File: src/design/pfrb_pkg.sv
package pfrb_pkg;

    // Fixed field widths of the stream port
    localparam int OP_W      = 4;
    localparam int DATA_W    = 32;
    localparam int CNT_W     = 13;
    localparam int CFG_W     = 13;
    localparam int CFG_IDX_W = 4;
    localparam int STS_W     = 2;
    localparam int POS_W     = 12;
    localparam int STATE_W   = 3;

    // Register map
    localparam logic [CFG_IDX_W-1:0] CFG_RING_FRAMES = 4'd0;
    localparam logic [CFG_IDX_W-1:0] CFG_START_THR   = 4'd1;

    // Register reset values and ring size floor
    localparam int RING_FRAMES_RST = 4096;
    localparam int START_THR_RST   = 2048;
    localparam int MIN_FRAMES      = 2;

    typedef enum logic [OP_W-1:0] {
        OP_PUSH    = 4'd0,
        OP_POP     = 4'd1,
        OP_ADV_HW  = 4'd2,
        OP_FWD_APP = 4'd3,
        OP_REW_APP = 4'd4,
        OP_PREPARE = 4'd5,
        OP_START   = 4'd6,
        OP_DROP    = 4'd7,
        OP_DRAIN   = 4'd8,
        OP_PAUSE   = 4'd9,
        OP_RESUME  = 4'd10,
        OP_STATUS  = 4'd11
    } t_op;

    typedef enum logic [STS_W-1:0] {
        STS_OK    = 2'd0,
        STS_FULL  = 2'd1,
        STS_EMPTY = 2'd2,
        STS_NA    = 2'd3
    } t_status;

    typedef enum logic [4:0] {
        ST_SETUP    = 5'b00001,
        ST_PREPARED = 5'b00010,
        ST_RUNNING  = 5'b00100,
        ST_DRAINING = 5'b01000,
        ST_PAUSED   = 5'b10000
    } t_run_state;

    // Status of the remainder unit
    typedef struct packed {
        logic busy;
        logic done;
    } t_mod_sts;

    // External stream state code
    function automatic logic [STATE_W-1:0] state_code(t_run_state s);
        logic [STATE_W-1:0] c;
        unique case (s)
            ST_SETUP:    c = 3'd0;
            ST_PREPARED: c = 3'd1;
            ST_RUNNING:  c = 3'd2;
            ST_DRAINING: c = 3'd3;
            ST_PAUSED:   c = 3'd4;
            default:     c = 3'd0;
        endcase
        return c;
    endfunction

endpackage

File: src/design/pfrb_ptr_mod.sv
// Bit-serial restoring remainder: o_rem = i_dividend mod i_divisor.
// One dividend bit per cycle; o_sts.done is raised once all DW dividend bits are in.
module pfrb_ptr_mod #(
    parameter int DW = 14,
    parameter int SW = 13
) (
    input  logic                i_clk,
    input  logic                i_rst_n,
    input  logic                i_start,
    input  logic [DW-1:0]       i_dividend,
    input  logic [SW-1:0]       i_divisor,
    output logic [SW-1:0]       o_rem,
    output pfrb_pkg::t_mod_sts  o_sts
);
    import pfrb_pkg::*;

    localparam int CW = $clog2(DW + 1);

    logic          r_busy;
    logic          r_done;
    logic [CW-1:0] r_cnt;
    logic [DW-1:0] r_div;
    logic [SW-1:0] r_den;
    logic [SW-1:0] r_rem;

    logic [SW:0]   trial;
    logic [SW-1:0] n_rem;

    always_comb begin
        trial = {r_rem, r_div[DW-1]};
        if (trial >= {1'b0, r_den}) begin
            n_rem = SW'(trial - {1'b0, r_den});
        end else begin
            n_rem = SW'(trial);
        end
    end

    always_ff @(posedge i_clk) begin
        if (!i_rst_n) begin
            r_busy <= 1'b0;
            r_done <= 1'b0;
            r_cnt  <= '0;
        end else if (i_start) begin
            r_busy <= 1'b1;
            r_done <= 1'b0;
            r_cnt  <= CW'(DW);
        end else if (r_busy) begin
            r_cnt <= r_cnt - CW'(1);
            if (r_cnt == CW'(1)) begin
                r_busy <= 1'b0;
                r_done <= 1'b1;
            end
        end else begin
            r_done <= 1'b0;
        end
    end

    always_ff @(posedge i_clk) begin
        if (i_start) begin
            r_div <= i_dividend;
            r_den <= i_divisor;
            r_rem <= '0;
        end else if (r_busy) begin
            r_div <= {r_div[DW-2:0], 1'b0};
            r_rem <= n_rem;
        end
    end

    assign o_rem      = r_rem;
    assign o_sts.busy = r_busy;
    assign o_sts.done = r_done;

endmodule

File: config.mk
export PLATFORM = sky130hd
export DESIGN_NAME = pfrb_ptr_mod
export DESIGN_NICKNAME = d
export VERILOG_FILES = /design/src/design/pfrb_pkg.sv /design/src/design/pfrb_ptr_mod.sv
export SDC_FILE = /design/constraint.sdc
export NUM_CORES = 1
export LEC_CHECK = 0
export BUFFER_PORTS_ARGS = -buffer_cell sky130_fd_sc_hd__buf_2
export CORE_ASPECT_RATIO = 1.75
export CORE_UTILIZATION = 45
export CTS_BUF_LIST = sky130_fd_sc_hd__clkbuf_8
export DETAILED_ROUTE_END_ITERATION = 7
export PLACE_DENSITY_LB_ADDON = 0.15
export SYNTH_ARGS = -nofsm -noshare
export SYNTH_HDL_FRONTEND = slang
export SYNTH_SLANG_ARGS = --single-unit
export TNS_END_PERCENT = 10
File: constraint.sdc
create_clock -name i_clk -period 7.2 [get_ports i_clk]
set_input_delay 0.72 -clock i_clk [delete_from_list [all_inputs] [get_ports i_clk]]
set_output_delay 0.72 -clock i_clk [all_outputs]
set_load 0.1 [all_outputs]
==> metrics.txt <==
Mapped Area 2540 µm²; # DRC 0; Final setup viols 0; number of cells on the worst hold path 2; worst-skew pair later-pin latency 0.30 ns; total wire length 5120 µm; Place WS 4.65 ns; Setup Fix Bufs, Post-CTS 0; Total GRT Usage 18.6%; Area contributors post-synth edfxtp_1 32%, dfxtp_1 15%, ha_1 7.4%, mux2_2 4.0%, nand2_1 3.2%; row cnt 35; hold crit path type reg2reg; CTS tree built; Synth Net Count 293; Avg WL per Cell 14.1 µm; port bufs 44; Post-CTS Hold Buffers 0; most common cell in the netlist edfxtp_1; reg2reg end o_rem[5]; routability cong. 0.868; Area after DPL 2810 µm²; # Max-Cap Violations 0; area of the multi-input gates 1220 µm²; initial antenna violation count 0; post-synth top area share 31.9%; Worst VDD drop 0.159 mV; first-pass GRT wire length 8470 µm; fin crit share 36.0%; RSZ-0062 raised after global routing no; Crit path required time 7.42 ns; drt pass-1 iters 5; I/O pin cnt 45; clk_skew 0.00885 ns; FILL cells 519; Post-synth top cells 27 x edfxtp_1, 22 x nand2_1, 19 x dfxtp_1; vias per cell 5.35; CP Data Arrival Time 2.81 ns; CTS buffer count 5; register area 1190 µm²; Rel. slew slack 60.6%; r2r startpoint r_div[13]; Total Nets Final 333; Period minus WS final 2.59 ns; asr flop ratio synth 0%; power density over cell area 247 nW/µm²; R2R Setup Slk 4.61 ns; yosys warns 0; Ant. Diodes 0; Synth cell types 47; hold_sp o_rem[4]; flops & latches, synth 46; Hold Vio Cnt, Final 0; Core Box Area 5340 µm²; Detail Placement HPWL 3650 µm; Tot Pwr 0.721 mW; ys flop type edfxtp_1; Avg Synthesized Cell Area 10.3 µm²; Post-synth EDFFs 27; die width 58.8 µm; largest net degree at the start of global routing 45; Initial Utilization 47.6%; share of cells above drive strength 1 22.2%; Clk Tree Root Cell clkbuf_8; post-route cell area 2920 µm²; Critical Path Sink Type flop; CTS sink count 46; setup TNS 0 ns; total grt overflow 0; critical path class reg2reg; Iter 0 DRT Violations 72; dominant cell type by area after synthesis edfxtp_1; die area 5970 µm²; Syn Inst Count 247; area delta synth->final 14.7%; Leakage 1.26 nW; vias in the first global route 1930; Die Height 101 µm; measured slew at the worst slew-check pin 0.591 ns; clock buffer depth 2; htree depth 2; ANT nets after route 0; Post-CTS Resized 0; final worst-path setup slack 4.61 ns; Crit Path Max Fanout 13; startpoint types flop; Reg2Reg Depth 9; max-slew violations 0; hold worst-path end o_rem[5]; register clock-pin slew on the reported worst setup and hold paths 0.09 ns; FMAX 385 MHz; total number of vias 1936; Seq/Total Area, Yosys 46.8%; status finished, final reports clean
==> metrics by stage <==
stage	instances	util [%]	hold WS, ns
final	362	54.6	0.518
after global routing	362	54.6	0.539
after CTS	362	54.6	0.521
after detailed placement	354	52.6	0.508
after global placement	354	52.6	0.504
after floorplan	247	-	0.493
==> metal layers <==
metal / part of all wire, % / track usage (%) / vias to the layer above / wire length [µm]
li1: - / - / 976 / -
met1: 42 / 20.7 / 909 / 2150
met2: 53 / 34.3 / 41 / 2740
met3: 3.0 / 2.81 / 10 / 154
met4: 1.5 / 7.51 / 0 / 77
met5: 0 / 0 / - / 0
==> cell type report <==
cell class	count	area share, %
well taps	74	3.17
multi-input cells	170	41.9
clock buffers	5	2.36
flip-flops and latches	46	40.8
inverters	18	2.32
clock inverters	3	1.42
repair buffers	46	8.06
==> worst max-delay path by stage <==
stage                    from        to
finish              r_div[13]  o_rem[5]
global route        r_div[13]  o_rem[5]
CTS                 r_div[13]  o_rem[5]
detailed placement  r_div[13]  o_rem[5]
global placement    r_div[13]  o_rem[5]
floorplan            o_rem[0]  o_rem[5]
==> state kept, by name (all words and copies together) (netlist names) <==
| name | flops |
|---|---|
| o_rem | 13 |
| r_done | 1 |
| r_busy | 1 |
| r_div | 14 |
| r_den | 13 |
| r_cnt | 4 |
==> worst max-delay path, cell delays in order, from the launching register on <==
cell and delay, ns:
edfxtp_1 0.35, inv_1 0.05, ha_1 0.22, fa_1 0.41, nor2b_1 0.20, o31ai_1 0.14
a211o_1 0.32, and2_4 0.21, or3_1 0.38, a311oi_1 0.25
==> where the power goes <==
part | internal [mW] | switching [mW] | total [mW]
clock network | 0.102 | 0.0893 | 0.192
logic | 0.0704 | 0.141 | 0.212
registers | 0.304 | 0.0132 | 0.317
total | 0.477 | 0.244 | 0.721
==> kinds of logic (layout without fill, tap and decap cells) <==
logic type               after synthesis  count (layout)  share of synthesized area [%]
buffers and inverters                 31              72                           5.16
AND/OR/NAND/NOR                       69              69                           13.3
AO/OA/AOI/OAI                         58              58                           15.7
XOR/XNOR                               9               9                           3.10
adder cells (fa/ha/maj)               16              16                           8.17
multiplexers                          18              18                           7.72
flip-flops                            46              46                           46.8
==> layout by cell type (no fill, tap or decap), types with 5 or more instances in the layout <==
master	n
buf_2	44
edfxtp_1	27
nand2_1	22
inv_1	19
dfxtp_1	19
nor2_1	17
a21oi_1	16
ha_1	15
mux2_2	9
a311oi_1	8
o21ai_1	5
xor2_1	5
nand3_1	5
a211oi_1	5
mux2i_1	5
clkbuf_8	5
Power figures use the tool's default switching activity.
